### src/rtl/rau_pkg.sv
// Shared types, constants and helper functions for the rational arithmetic unit.
`timescale 1ns / 1ps

package rau_pkg;

    localparam int WIDTH = 32;
    localparam int CNT_W = $clog2(WIDTH);

    localparam logic [2*WIDTH-1:0] MUL_LIM = {(WIDTH)'(0), 1'b1, (WIDTH-1)'(0)};
    localparam logic [WIDTH-1:0]   DIV_LIM = {1'b1, (WIDTH-1)'(0)};

    localparam logic [2:0] MD_REDUCE  = 3'd0;
    localparam logic [2:0] MD_ADD     = 3'd1;
    localparam logic [2:0] MD_SUB     = 3'd2;
    localparam logic [2:0] MD_MUL     = 3'd3;
    localparam logic [2:0] MD_DIV     = 3'd4;
    localparam logic [2:0] MD_LESS    = 3'd5;
    localparam logic [2:0] MD_GREATER = 3'd6;
    localparam logic [2:0] MD_UNKNOWN = 3'd7;

    typedef enum logic [2:0] {
        S_IDLE, S_DISP, S_SEQ, S_MULW, S_DIVW, S_GCDW, S_OUT
    } state_t;

    typedef enum logic [2:0] {
        OP_GCD, OP_DIV, OP_MUL, OP_ADD, OP_CMP, OP_END
    } op_t;

    typedef enum logic [2:0] {
        SRC_N1, SRC_D1, SRC_N2, SRC_D2, SRC_G, SRC_L, SRC_T, SRC_T1
    } src_t;

    typedef enum logic [3:0] {
        DST_T, DST_L, DST_T1, DST_NUM, DST_DEN, DST_LP, DST_RP, DST_NONE
    } dst_t;

    typedef struct packed {
        logic             start;
        logic [WIDTH-1:0] dvd;
        logic [WIDTH-1:0] dvs;
    } div_req_t;

    typedef struct packed {
        logic             done;
        logic [WIDTH-1:0] quo;
        logic [WIDTH-1:0] rem;
    } div_rsp_t;

    typedef struct packed {
        logic             ov;
        logic [WIDTH-1:0] val;
    } wrap_t;

    // Bring a 32-bit input operand to WIDTH bits, flag any change of value
    function automatic wrap_t take_in(logic [31:0] x);
        logic signed [63:0] v;
        logic [WIDTH-1:0]   w;
        logic signed [63:0] e;
        wrap_t              r;
        v = 64'(signed'(x));
        w = v[WIDTH-1:0];
        e = 64'(signed'(w));
        r.val = w;
        r.ov  = (e != v);
        return r;
    endfunction

    function automatic logic [WIDTH-1:0] mag(logic [WIDTH-1:0] x);
        return x[WIDTH-1] ? (WIDTH)'(-x) : x;
    endfunction

    function automatic logic [31:0] out32(logic [WIDTH-1:0] v);
        logic signed [63:0] e;
        e = 64'(signed'(v));
        return e[31:0];
    endfunction

endpackage

### src/rtl/rau_divu.sv
// Restoring unsigned divider, one quotient bit per cycle.
`timescale 1ns / 1ps

module rau_divu import rau_pkg::*; (
    input  logic     aclk,
    input  logic     aresetn,
    input  div_req_t req,
    output div_rsp_t rsp
);

    logic [WIDTH-1:0] rem_reg;
    logic [WIDTH-1:0] quo_reg;
    logic [WIDTH-1:0] dvs_reg;
    logic [CNT_W-1:0] cnt_reg;
    logic             busy_reg;
    logic             done_reg;

    logic [WIDTH:0]   sh;
    logic [WIDTH+1:0] diff;

    assign sh   = {rem_reg, quo_reg[WIDTH-1]};
    assign diff = {1'b0, sh} - {2'b00, dvs_reg};

    always_ff @(posedge aclk) begin
        if (!aresetn) begin
            busy_reg <= 1'b0;
            done_reg <= 1'b0;
            cnt_reg  <= '0;
        end else begin
            done_reg <= !req.start && busy_reg && (cnt_reg == CNT_W'(WIDTH-1));
            if (req.start) begin
                rem_reg  <= '0;
                quo_reg  <= req.dvd;
                dvs_reg  <= req.dvs;
                cnt_reg  <= '0;
                busy_reg <= 1'b1;
            end else if (busy_reg) begin
                if (!diff[WIDTH+1]) begin
                    rem_reg <= diff[WIDTH-1:0];
                    quo_reg <= {quo_reg[WIDTH-2:0], 1'b1};
                end else begin
                    rem_reg <= sh[WIDTH-1:0];
                    quo_reg <= {quo_reg[WIDTH-2:0], 1'b0};
                end
                cnt_reg <= cnt_reg + 1'b1;
                if (cnt_reg == CNT_W'(WIDTH-1)) begin
                    busy_reg <= 1'b0;
                end
            end
        end
    end

    assign rsp.done = done_reg;
    assign rsp.quo  = quo_reg;
    assign rsp.rem  = rem_reg;

endmodule

### src/rtl/rational_arithmetic_unit.sv
// Top level of the rational arithmetic unit: sequencer, multiplier, divider and register set.
`timescale 1ns / 1ps

// Exact arithmetic on two signed fractions. The s_ channel carries one beat per
// operation (mode, a_num/a_den, b_num/b_den); the m_ channel returns one beat
// with the result fraction, the comparison outcome and the zero-divisor and
// overflow flags. Both channels use valid/ready.
// One operation is worked at a time: s_ready is high only while the unit is
// idle. Work runs on one shared multiplier (the product is registered in SEQ
// and written back in MULW) and one shared bit-serial divider, which also
// serves every remainder step of the Euclid gcd. A zero denominator, a zero
// b_num in divide or an unknown mode skips the sequencer and goes from DISP
// straight to OUT.
// The result beat is held on the m_ ports until m_ready; no new beat is taken
// before it leaves. Reset (aresetn low, synchronous) returns the unit to idle
// and drops any beat in flight.
module rational_arithmetic_unit import rau_pkg::*; (
    input  logic        aclk,
    input  logic        aresetn,
    input  logic        s_valid,
    output logic        s_ready,
    input  logic [2:0]  s_mode,
    input  logic [31:0] s_a_num,
    input  logic [31:0] s_a_den,
    input  logic [31:0] s_b_num,
    input  logic [31:0] s_b_den,
    output logic        m_valid,
    input  logic        m_ready,
    output logic [31:0] m_res_num,
    output logic [31:0] m_res_den,
    output logic        m_cmp_true,
    output logic        m_zero_divisor,
    output logic        m_overflowed
);

    state_t state_reg, state_next;

    logic [2:0]         mode_reg;
    logic [3:0]         pc_reg;
    logic [WIDTH-1:0]   n1_reg, d1_reg, n2_reg, d2_reg;
    logic [WIDTH-1:0]   g_reg, prev_reg, l_reg, t_reg, t1_reg;
    logic [WIDTH-1:0]   num_reg, den_reg;
    logic signed [2*WIDTH:0] lp_reg, rp_reg;
    logic [2*WIDTH-1:0] prod_reg;
    logic               mneg_reg;
    logic               xneg_reg;
    logic               qneg_reg;
    logic               ov_reg, zd_reg, cmp_reg;

    op_t  op;
    src_t sa, sb;
    dst_t dst;

    logic [WIDTH-1:0] va, vb;
    wrap_t w_an, w_ad, w_bn, w_bd;
    logic  zd_now;

    div_req_t dreq;
    div_rsp_t drsp;

    logic             wb_en;
    logic [WIDTH-1:0] wb_val;
    logic             wb_ov;

    logic [WIDTH-1:0] mul_lo;
    logic             mul_ov;
    logic signed [2*WIDTH:0] mul_full;
    logic [WIDTH-1:0] q_val;
    logic             q_ov;
    logic [WIDTH-1:0] r_val;
    logic [WIDTH:0]   sum;
    logic             add_ov;
    logic             flip;
    logic             cmp_val;

    rau_divu u_div (
        .aclk    (aclk),
        .aresetn (aresetn),
        .req     (dreq),
        .rsp     (drsp)
    );

    assign w_an = take_in(s_a_num);
    assign w_ad = take_in(s_a_den);
    assign w_bn = take_in(s_b_num);
    assign w_bd = take_in(s_b_den);

    assign zd_now = (d1_reg == '0) ||
                    ((mode_reg != MD_REDUCE) &&
                     ((d2_reg == '0) || ((mode_reg == MD_DIV) && (n2_reg == '0))));

    // Micro-program: one step per pc value for each mode
    always_comb begin
        op  = OP_END;
        sa  = SRC_N1;
        sb  = SRC_D1;
        dst = DST_NONE;
        unique case (mode_reg)
            MD_REDUCE: begin
                case (pc_reg)
                    4'd0: begin op = OP_GCD; sa = SRC_N1; sb = SRC_D1; end
                    4'd1: begin op = OP_DIV; sa = SRC_N1; sb = SRC_G; dst = DST_NUM; end
                    4'd2: begin op = OP_DIV; sa = SRC_D1; sb = SRC_G; dst = DST_DEN; end
                    default: op = OP_END;
                endcase
            end
            MD_ADD, MD_SUB: begin
                case (pc_reg)
                    4'd0: begin op = OP_MUL; sa = SRC_D1; sb = SRC_D2; dst = DST_T; end
                    4'd1: begin op = OP_GCD; sa = SRC_D1; sb = SRC_D2; end
                    4'd2: begin op = OP_DIV; sa = SRC_T;  sb = SRC_G;  dst = DST_L; end
                    4'd3: begin op = OP_MUL; sa = SRC_N1; sb = SRC_L;  dst = DST_T; end
                    4'd4: begin op = OP_DIV; sa = SRC_T;  sb = SRC_D1; dst = DST_T1; end
                    4'd5: begin op = OP_MUL; sa = SRC_N2; sb = SRC_L;  dst = DST_T; end
                    4'd6: begin op = OP_DIV; sa = SRC_T;  sb = SRC_D2; dst = DST_T; end
                    4'd7: begin op = OP_ADD; sa = SRC_T1; sb = SRC_T; end
                    default: op = OP_END;
                endcase
            end
            MD_MUL: begin
                case (pc_reg)
                    4'd0: begin op = OP_MUL; sa = SRC_N1; sb = SRC_N2; dst = DST_NUM; end
                    4'd1: begin op = OP_MUL; sa = SRC_D1; sb = SRC_D2; dst = DST_DEN; end
                    default: op = OP_END;
                endcase
            end
            MD_DIV: begin
                case (pc_reg)
                    4'd0: begin op = OP_MUL; sa = SRC_N1; sb = SRC_D2; dst = DST_NUM; end
                    4'd1: begin op = OP_MUL; sa = SRC_D1; sb = SRC_N2; dst = DST_DEN; end
                    default: op = OP_END;
                endcase
            end
            MD_LESS, MD_GREATER: begin
                case (pc_reg)
                    4'd0: begin op = OP_MUL; sa = SRC_N1; sb = SRC_D2; dst = DST_LP; end
                    4'd1: begin op = OP_MUL; sa = SRC_N2; sb = SRC_D1; dst = DST_RP; end
                    4'd2: op = OP_CMP;
                    default: op = OP_END;
                endcase
            end
            default: op = OP_END;
        endcase
    end

    function automatic logic [WIDTH-1:0] pick(src_t s, logic [WIDTH-1:0] n1,
            logic [WIDTH-1:0] d1, logic [WIDTH-1:0] n2, logic [WIDTH-1:0] d2,
            logic [WIDTH-1:0] g, logic [WIDTH-1:0] l, logic [WIDTH-1:0] t,
            logic [WIDTH-1:0] t1);
        logic [WIDTH-1:0] v;
        unique case (s)
            SRC_N1:  v = n1;
            SRC_D1:  v = d1;
            SRC_N2:  v = n2;
            SRC_D2:  v = d2;
            SRC_G:   v = g;
            SRC_L:   v = l;
            SRC_T:   v = t;
            default: v = t1;
        endcase
        return v;
    endfunction

    assign va = pick(sa, n1_reg, d1_reg, n2_reg, d2_reg, g_reg, l_reg, t_reg, t1_reg);
    assign vb = pick(sb, n1_reg, d1_reg, n2_reg, d2_reg, g_reg, l_reg, t_reg, t1_reg);

    // Wrap the registered product to WIDTH bits, flag overflow and form the full signed product
    always_comb begin
        mul_lo   = mneg_reg ? (WIDTH)'(-prod_reg[WIDTH-1:0]) : prod_reg[WIDTH-1:0];
        mul_ov   = mneg_reg ? (prod_reg > MUL_LIM) : (prod_reg >= MUL_LIM);
        mul_full = mneg_reg ? -$signed({1'b0, prod_reg}) : $signed({1'b0, prod_reg});
    end

    // Signed quotient and remainder from the divider magnitudes
    always_comb begin
        if (qneg_reg && (drsp.quo != '0)) begin
            q_ov  = drsp.quo > DIV_LIM;
            q_val = (WIDTH)'(-drsp.quo);
        end else begin
            q_ov  = drsp.quo >= DIV_LIM;
            q_val = drsp.quo;
        end
        r_val = xneg_reg ? (WIDTH)'(-drsp.rem) : drsp.rem;
    end

    always_comb begin
        if (mode_reg == MD_SUB) begin
            sum    = {1'b0, va} - {1'b0, vb};
            add_ov = (va[WIDTH-1] != vb[WIDTH-1]) && (sum[WIDTH-1] != va[WIDTH-1]);
        end else begin
            sum    = {1'b0, va} + {1'b0, vb};
            add_ov = (va[WIDTH-1] == vb[WIDTH-1]) && (sum[WIDTH-1] != va[WIDTH-1]);
        end
        flip = d1_reg[WIDTH-1] != d2_reg[WIDTH-1];
        if (mode_reg == MD_LESS) begin
            cmp_val = flip ? (lp_reg > rp_reg) : (lp_reg < rp_reg);
        end else begin
            cmp_val = flip ? (lp_reg < rp_reg) : (lp_reg > rp_reg);
        end
    end

    // Divider requests: operation start in SEQ, next Euclid step in GCDW
    always_comb begin
        dreq.start = 1'b0;
        dreq.dvd   = mag(va);
        dreq.dvs   = mag(vb);
        if (state_reg == S_SEQ) begin
            dreq.start = (op == OP_GCD) || ((op == OP_DIV) && (vb != '0));
        end else if (state_reg == S_GCDW) begin
            dreq.dvd   = mag(prev_reg);
            dreq.dvs   = mag(r_val);
            dreq.start = drsp.done && (r_val != '0);
        end
    end

    // Write-back of products and quotients, and of zero for a divide by zero in SEQ
    always_comb begin
        wb_en  = 1'b0;
        wb_val = '0;
        wb_ov  = 1'b0;
        if (state_reg == S_MULW) begin
            wb_en  = 1'b1;
            wb_val = mul_lo;
            wb_ov  = mul_ov && (dst != DST_LP) && (dst != DST_RP);
        end else if ((state_reg == S_DIVW) && drsp.done) begin
            wb_en  = 1'b1;
            wb_val = q_val;
            wb_ov  = q_ov;
        end else if ((state_reg == S_SEQ) && (op == OP_DIV) && (vb == '0)) begin
            wb_en  = 1'b1;
        end
    end

    always_comb begin
        state_next = state_reg;
        unique case (state_reg)
            S_IDLE: if (s_valid) state_next = S_DISP;
            S_DISP: begin
                if ((mode_reg == MD_UNKNOWN) || zd_now) state_next = S_OUT;
                else state_next = S_SEQ;
            end
            S_SEQ: begin
                unique case (op)
                    OP_MUL: state_next = S_MULW;
                    OP_DIV: state_next = (vb == '0) ? S_SEQ : S_DIVW;
                    OP_GCD: state_next = S_GCDW;
                    OP_END: state_next = S_OUT;
                    default: state_next = S_SEQ;
                endcase
            end
            S_MULW: state_next = S_SEQ;
            S_DIVW: if (drsp.done) state_next = S_SEQ;
            S_GCDW: if (drsp.done && (r_val == '0)) state_next = S_SEQ;
            S_OUT:  if (m_ready) state_next = S_IDLE;
            default: state_next = S_IDLE;
        endcase
    end

    always_ff @(posedge aclk) begin
        if (!aresetn) begin
            state_reg <= S_IDLE;
        end else begin
            state_reg <= state_next;
        end
    end

    always_ff @(posedge aclk) begin
        unique case (state_reg)
            S_IDLE: begin
                mode_reg <= s_mode;
                n1_reg   <= w_an.val;
                d1_reg   <= w_ad.val;
                if (s_mode == MD_REDUCE) begin
                    n2_reg <= '0;
                    d2_reg <= '0;
                    ov_reg <= w_an.ov | w_ad.ov;
                end else begin
                    n2_reg <= w_bn.val;
                    d2_reg <= w_bd.val;
                    ov_reg <= w_an.ov | w_ad.ov | w_bn.ov | w_bd.ov;
                end
            end
            S_DISP: begin
                pc_reg  <= '0;
                num_reg <= '0;
                den_reg <= '0;
                cmp_reg <= 1'b0;
                zd_reg  <= (mode_reg != MD_UNKNOWN) && zd_now;
                if ((mode_reg == MD_UNKNOWN) || zd_now) begin
                    ov_reg <= 1'b0;
                end
            end
            S_SEQ: begin
                mneg_reg <= va[WIDTH-1] != vb[WIDTH-1];
                qneg_reg <= va[WIDTH-1] != vb[WIDTH-1];
                xneg_reg <= va[WIDTH-1];
                prod_reg <= {WIDTH'(0), mag(va)} * {WIDTH'(0), mag(vb)};
                case (op)
                    OP_GCD: begin
                        g_reg    <= vb;
                        prev_reg <= vb;
                    end
                    OP_ADD: begin
                        num_reg <= sum[WIDTH-1:0];
                        den_reg <= l_reg;
                        ov_reg  <= ov_reg | add_ov;
                        pc_reg  <= pc_reg + 1'b1;
                    end
                    OP_CMP: begin
                        cmp_reg <= cmp_val;
                        pc_reg  <= pc_reg + 1'b1;
                    end
                    default: ;
                endcase
            end
            S_GCDW: begin
                if (drsp.done) begin
                    if (r_val == '0) begin
                        pc_reg <= pc_reg + 1'b1;
                    end else begin
                        g_reg    <= r_val;
                        prev_reg <= r_val;
                        xneg_reg <= prev_reg[WIDTH-1];
                    end
                end
            end
            default: ;
        endcase

        if (wb_en) begin
            pc_reg <= pc_reg + 1'b1;
            ov_reg <= ov_reg | wb_ov;
            case (dst)
                DST_T:   t_reg   <= wb_val;
                DST_L:   l_reg   <= wb_val;
                DST_T1:  t1_reg  <= wb_val;
                DST_NUM: num_reg <= wb_val;
                DST_DEN: den_reg <= wb_val;
                DST_LP:  lp_reg  <= mul_full;
                DST_RP:  rp_reg  <= mul_full;
                default: ;
            endcase
        end
    end

    assign s_ready        = (state_reg == S_IDLE);
    assign m_valid        = (state_reg == S_OUT);
    assign m_res_num      = out32(num_reg);
    assign m_res_den      = out32(den_reg);
    assign m_cmp_true     = cmp_reg;
    assign m_zero_divisor = zd_reg;
    assign m_overflowed   = ov_reg;

endmodule

### config.mk
export PLATFORM = sky130hd
export DESIGN_NAME = rational_arithmetic_unit
export DESIGN_NICKNAME = d
export VERILOG_FILES = /design/src/rtl/rau_pkg.sv /design/src/rtl/rau_divu.sv /design/src/rtl/rational_arithmetic_unit.sv
export SDC_FILE = /design/constraint.sdc
export NUM_CORES = 2
export LEC_CHECK = 0
export BUFFER_PORTS_ARGS = -buffer_cell sky130_fd_sc_hd__buf_2
export CORE_ASPECT_RATIO = 1.2
export CORE_UTILIZATION = 45
export CTS_CLUSTER_DIAMETER = 120
export DETAILED_ROUTE_END_ITERATION = 8
export PLACE_DENSITY = 0.72
export SLEW_MARGIN = 40
export SYNTH_ARGS = -nofsm -noshare
export SYNTH_HDL_FRONTEND = slang
export SYNTH_SLANG_ARGS = --single-unit
### constraint.sdc
create_clock -name aclk -period 17.5 [get_ports aclk]
set_input_delay 3.5 -clock aclk [delete_from_list [all_inputs] [get_ports aclk]]
set_output_delay 3.5 -clock aclk [all_outputs]
set_load 0.01 [all_outputs]
; ---- After elaboration in Yosys (flattened, before gate mapping)
; Cells that the tools add are included.
[classes]
eq_ne = 65
mul = 1
div = 0
reduce_logical = 68
n_shift = 0
n_lt_le_gt_ge = 6
mux = 90
n_addsub = 13
bitwise = 3
[ops]
columns = op, count
row1 = 32-bit two-way mux, 23
row2 = 32-bit case mux with 7 select lines, 2
row3 = 32-bit negator, 7
row4 = 32-bit case mux with 2 select lines, 3
row5 = 32-bit logical NOT, 5
row6 = 65-bit two-way mux, 2
row7 = 32-bit nonzero test, 3
row8 = 3-bit case mux with 4 select lines, 7
row9 = 65-bit > comparator, 1
row10 = 65-bit < comparator, 1
row11 = 64-bit negator with 65-bit output, 1
row12 = 64-bit by 32-bit greater-or-equal comparator with 1-bit output (second input constant), 1
row13 = 64-bit by 32-bit > comparator with 1-bit output (second input constant), 1
row14 = 32-bit by 32-bit multiplier with 64-bit output, 1
row15 = 64-bit two-way mux, 1
row16 = 3-bit == test (second input constant), 15
row17 = 33-bit by 32-bit subtractor with 34-bit output, 1
row18 = 32-bit adder, 1
row19 = 32-bit greater-or-equal comparator (second input constant), 1
row20 = 32-bit > comparator (second input constant), 1
row21 = 32-bit subtractor, 1
row22 = 3-bit by 2-bit == test with 1-bit output (second input constant), 10
row23 = 4-bit by 3-bit == test with 1-bit output (second input constant), 7
row24 = 1-bit two-way mux, 24
row25 = 40 further kinds, 126
[word_totals]
latch_bits = 0
regBits = 632
ram_bits = 0
mem_bits_ro = 0
elab_cells = 273
memories = 0
out_inout_bits = 69
input_bits = 135

; ---- Logic depth before layout (Yosys ltp)
[depth]
word_depth = 14
mapped_depth = 54
depth_no_buf = 44

; ---- Cells and area by module
; Synthesis repeated with hierarchy kept, for this count alone.
[hier_totals]
cells_unflattened = 7822
hier_area_um2 = 72703.5
[modules_own_cells]
columns = module, cells_each, instances, area_each_um2, seq_area_each_um2
row1 = rational_arithmetic_unit, 7258, 1, 66546.3, 15214.6
row2 = rau_divu, 564, 1, 6157.2, 3022.9

; ---- Worst setup path after synthesis
; OpenSTA, ideal clock, no wires.
[synth_path]
path_kind = reg2out
startpoint = register state_reg[0]
endpoint = output s_ready
path_buffers = 1
required_ns = 14.000
path_slack_ns = 4.315
stages_incl_launch_ff = 3
arrival_ns = 9.685
path_cell_list = dfxtp_1 > clkbuf_1 > nor3_1
[synth_via]
elab_chain_len = 1
[synth_rtl]
columns = element, line
row1 = from (decl), rational_arithmetic_unit.sv:36  ; state_t state_reg, state_next;
row2 = from (signal assigned), rational_arithmetic_unit.sv:263  ; state_reg <= state_next;
row3 = 3-bit logical NOT, rational_arithmetic_unit.sv:346  ; assign s_ready = (state_reg == S_IDLE);
row4 = to (decl), rational_arithmetic_unit.sv:21  ; output logic s_ready,
; Every way passes these cells.

; ---- Worst setup path in the final report
[layout_path]
startpoint = register pc_reg[0]
endpoint = register prod_reg[63] (data pin)
[layout_via]
elab_chain_len = 9
word_cells_on_any_way = 45
cone_classes = 2 x add/sub / 1 x mul / 19 x eq/ne / 15 x mux / 8 x reduce/logical
[layout_rtl]
columns = element, line
row1 = from (decl), rational_arithmetic_unit.sv:39  ; logic [3:0] pc_reg;
row2 = from (signal assigned), rational_arithmetic_unit.sv:307  ; pc_reg <= pc_reg + 1'b1;
row3 = from (signal assigned), rational_arithmetic_unit.sv:311  ; pc_reg <= pc_reg + 1'b1;
row4 = from (signal assigned), rational_arithmetic_unit.sv:319  ; pc_reg <= pc_reg + 1'b1;
row5 = 4-bit by 1-bit == test with 1-bit output (tied with other cells), n/a
row6 = 3-bit OR reduction (no line) or 2-bit OR reduction (tied branches), n/a
row7 = 3-bit case mux with 4 select lines or 3-bit two-way mux (tied branches), "rational_arithmetic_unit.sv:108, rational_arithmetic_unit.sv:100"
row8 = 3-bit case mux with 5 select lines or 3-bit case mux with 4 select lines (tied branches), rational_arithmetic_unit.sv:98  ; unique case (mode_reg)
row9 = 3-bit == test (tied with other cells), rational_arithmetic_unit.sv:151  ; unique case (s)
row10 = 32-bit case mux with 7 select lines, rational_arithmetic_unit.sv:151
row11 = 32-bit negator, rau_pkg.sv:69  ; return x[WIDTH-1] ? (WIDTH)'(-x) : x;
row12 = 32-bit two-way mux, rau_pkg.sv:69
row13 = 32-bit by 32-bit multiplier with 64-bit output (*), rational_arithmetic_unit.sv:297  ; prod_reg <= {WIDTH'(0), mag(va)} * {WIDTH'(0), mag(vb)};
row14 = to (signal assigned), rational_arithmetic_unit.sv:297
row15 = to (decl), rational_arithmetic_unit.sv:44  ; logic [2*WIDTH-1:0] prod_reg;
; Mark *: on every way between the ends. The rest lies on a longest branch, timed or not.
; A chain may end at the register's enable or synchronous reset.

==> run summary <==
Outcome: finished, final reports clean
P&R area growth vs syn: 10.3%
Layout cell share with drive strength beyond 1: 9.29%
Met1 Track Usage GR: 40.6%
I/O Buffers: 203
Pins over their slew limit: 0
Register bit total from synthesis: 632
Met2 Usage GRT: 53.4%
Drt via density: 6.02
Largest family of logic cells by synthesized area: adder cells
Share of flip-flops with an asynchronous set or reset: 0%
CORE AREA: 159,000 um^2
Post-DRT Antenna Nets: 0
Post-CTS Setup Bufs: 0
Register area share after synthesis: 25.3%
Period minus WS final: 14.41 ns
Synth area leader: fa_1
TritonCTS Buffers: 71
Post-Synth XOR/XNOR Area: 4.82%
Row count: 160
Mapped cell area: 72,000 um^2
Iter 0 DRT Violations: 7,357
Post-synthesis adder-cell area fraction: 32.5%
Initial Util: 45.4%
Die Height: 440 um
Hold Fails Final Rpt: 0
Req. time, crit path: 17.94 ns
Vias in the first global route: 62,000
Syn nets: 9,337
Nets: 9,436
Number of fillers in the final layout: 14,600
Max frequency: 69.4 MHz
Synthesized instance count: 7,869
Grt ovf: 0
Die span in x: 367 um
RSZ-0062 raised after global routing: false
Worst clock skew: 0.0498 ns
Unique cell type count in the Yosys netlist: 100
CTS tree: yes
Post-CTS sizing: 0
Vias post-DR: 61,000
Most used DFF post-synth: edfxtp_1
WP data arrival: 14.85 ns
Worst min-delay path class: register to register
Startpoint Class: register
Clock Tree Buf Depth: 3
Multi-input gate area: 48,400 um^2
CTS root buf: clkbuf_16
Final worst path period share: 82.3%
Worst Setup Path Type: register to register
Largest net degree at the start of global routing: 86
Clock Latency Late Sink: 0.73 ns
Synth Area in Compound Gates: 11.3%
Clock transition at path regs: 0.06 ns
Total track usage: 34.1%
Most used routing layer: met2
CP Capture Type: register
Worst slew pin tran: 0.988 ns
WL final: 275,000 um
# clock sinks: 632
CP max stage cell: or4b_2
Final setup vio count: 0
Maximum capacitance violations: 0
Critical-path maximum fanout: 21
Seq. cell area: 18,200 um^2
Sum Neg Setup Slack: 0 ns
EDFF count, synth: 558
HPWL after DPL: 213,000 um
M3 GR Usage: 8.22%
I/O pins: 204
First-pass GRT wire length: 403,000 um
GPL Wtd Cong: 1.04
Synth area leaders: fa_1 25%, edfxtp_1 23%, ha_1 7.5%
CP dominant cell by count: fa_1
CP peak stage delay: 0.66 ns
DR DRC count: 0
Syn avg cell area: 9.15 um^2
Die Area: 162,000 um^2
Slew headroom: 34.1%
Simple-gate share of the synthesized area: 15.1%
Mux contribution to synthesized area: 1.88%
Pre-antenna DRT Iters: 7
Synth Warn #: 0
Initial antenna violation count: 13
Synth top area share: 25.0%
H-tree depth: 3
Hold-fix buffers, CTS: 0
Avg WL per Cell: 27.1 um
synth_stat cells, types with 94 or more instances:
master and count:
nand2_1 941, nor2_1 730, edfxtp_1 558, xor2_1 130, a21oi_1 313, o21ai_0 303
nor2b_1 109, ha_1 434, nand3_1 101, xnor2_1 265, and3_1 94, fa_1 899
inv_1 1297, clkbuf_1 324, mux2i_1 108
through the flow:
| step | worst slack (ns) | instances | hold slack [ns] | instance area (um^2) | utilization [%] |
|---|---|---|---|---|---|
| 2_1_floorplan | 4.31 | 7869 | 0.467 | 72000 | - |
| 3_3_place_gp | 2.82 | 9980 | 0.481 | 76300 | 48.1 |
| 3_5_place_dp | 3.27 | 9995 | 0.499 | 76700 | 48.3 |
| 4_1_cts | 3.21 | 10100 | 0.509 | 79200 | 49.9 |
| 5_1_grt | 2.61 | 10100 | 0.555 | 79400 | 50.0 |
| 6_report | 3.09 | 10100 | 0.502 | 79400 | 50.0 |
critical path: cells and delay by family (launching register included):
kind	cells	cell delay [ns]
AND/OR/NAND/NOR	9	2.67
adder cells (fa/ha/maj)	11	5.17
buffers and inverters	11	1.72
flip-flops	1	0.46
AO/OA/AOI/OAI	13	3.41
XOR/XNOR	2	0.63
cells in the final DEF, fill, tap and decap left out, types with 82 or more instances in the layout:
master / instances
a21oi_1: 309
a31oi_1: 82
and3_1: 92
buf_2: 204
buf_4: 207
edfxtp_1: 558
fa_1: 899
ha_1: 434
inv_1: 1296
mux2i_1: 107
nand2_1: 939
nand3_1: 100
nor2_1: 721
nor2b_1: 109
o21ai_0: 296
xnor2_1: 197
xor2_1: 122
area by class of cell:
| class | count | area share, % |
|---|---|---|
| antenna | 4 | 0.0126 |
| clock buffer | 84 | 2.39 |
| clock inverter | 47 | 0.743 |
| inverter | 1301 | 6.15 |
| multi-input combinational | 5536 | 60.9 |
| sequential | 632 | 23.0 |
| tap | 2106 | 3.32 |
| timing repair buffer | 426 | 3.55 |
path summary, 6_finish.rpt:
kind	start	cells past startpoint	to	slack, ns
setup / recovery	pc_reg[0]$_DFFE_PP_	46	prod_reg[63]$_DFFE_PP_	3.09
hold / removal	u_div.cnt_reg[4]$_SDFFE_PP0P_	2	u_div.cnt_reg[4]$_SDFFE_PP0P_	0.50
setup reg to reg	pc_reg[0]$_DFFE_PP_	46	prod_reg[63]$_DFFE_PP_	3.09
hold reg to reg	u_div.cnt_reg[4]$_SDFFE_PP0P_	2	u_div.cnt_reg[4]$_SDFFE_PP0P_	0.50
per-layer routing:
layer | share of wire (%) | vias to the layer above
met1 | 36 | 30300
met3 | 10 | 973
li1 | - | 26000
met2 | 45 | 3715
met5 | 0.023 | -
met4 | 9.1 | 10
logic make-up after synthesis:
logic type	after synthesis
DFF	632
AOI/OAI and AO/OA	1267
muxes	129
adders and majority gates	1334
xor gates and xnor gates	396
and+or+nand+nor	2410
buffers and inverters	1701
Power is left out: the tool's default activity adds up to more than one toggle a clock period on the data nets, which glitch-free logic cannot reach.
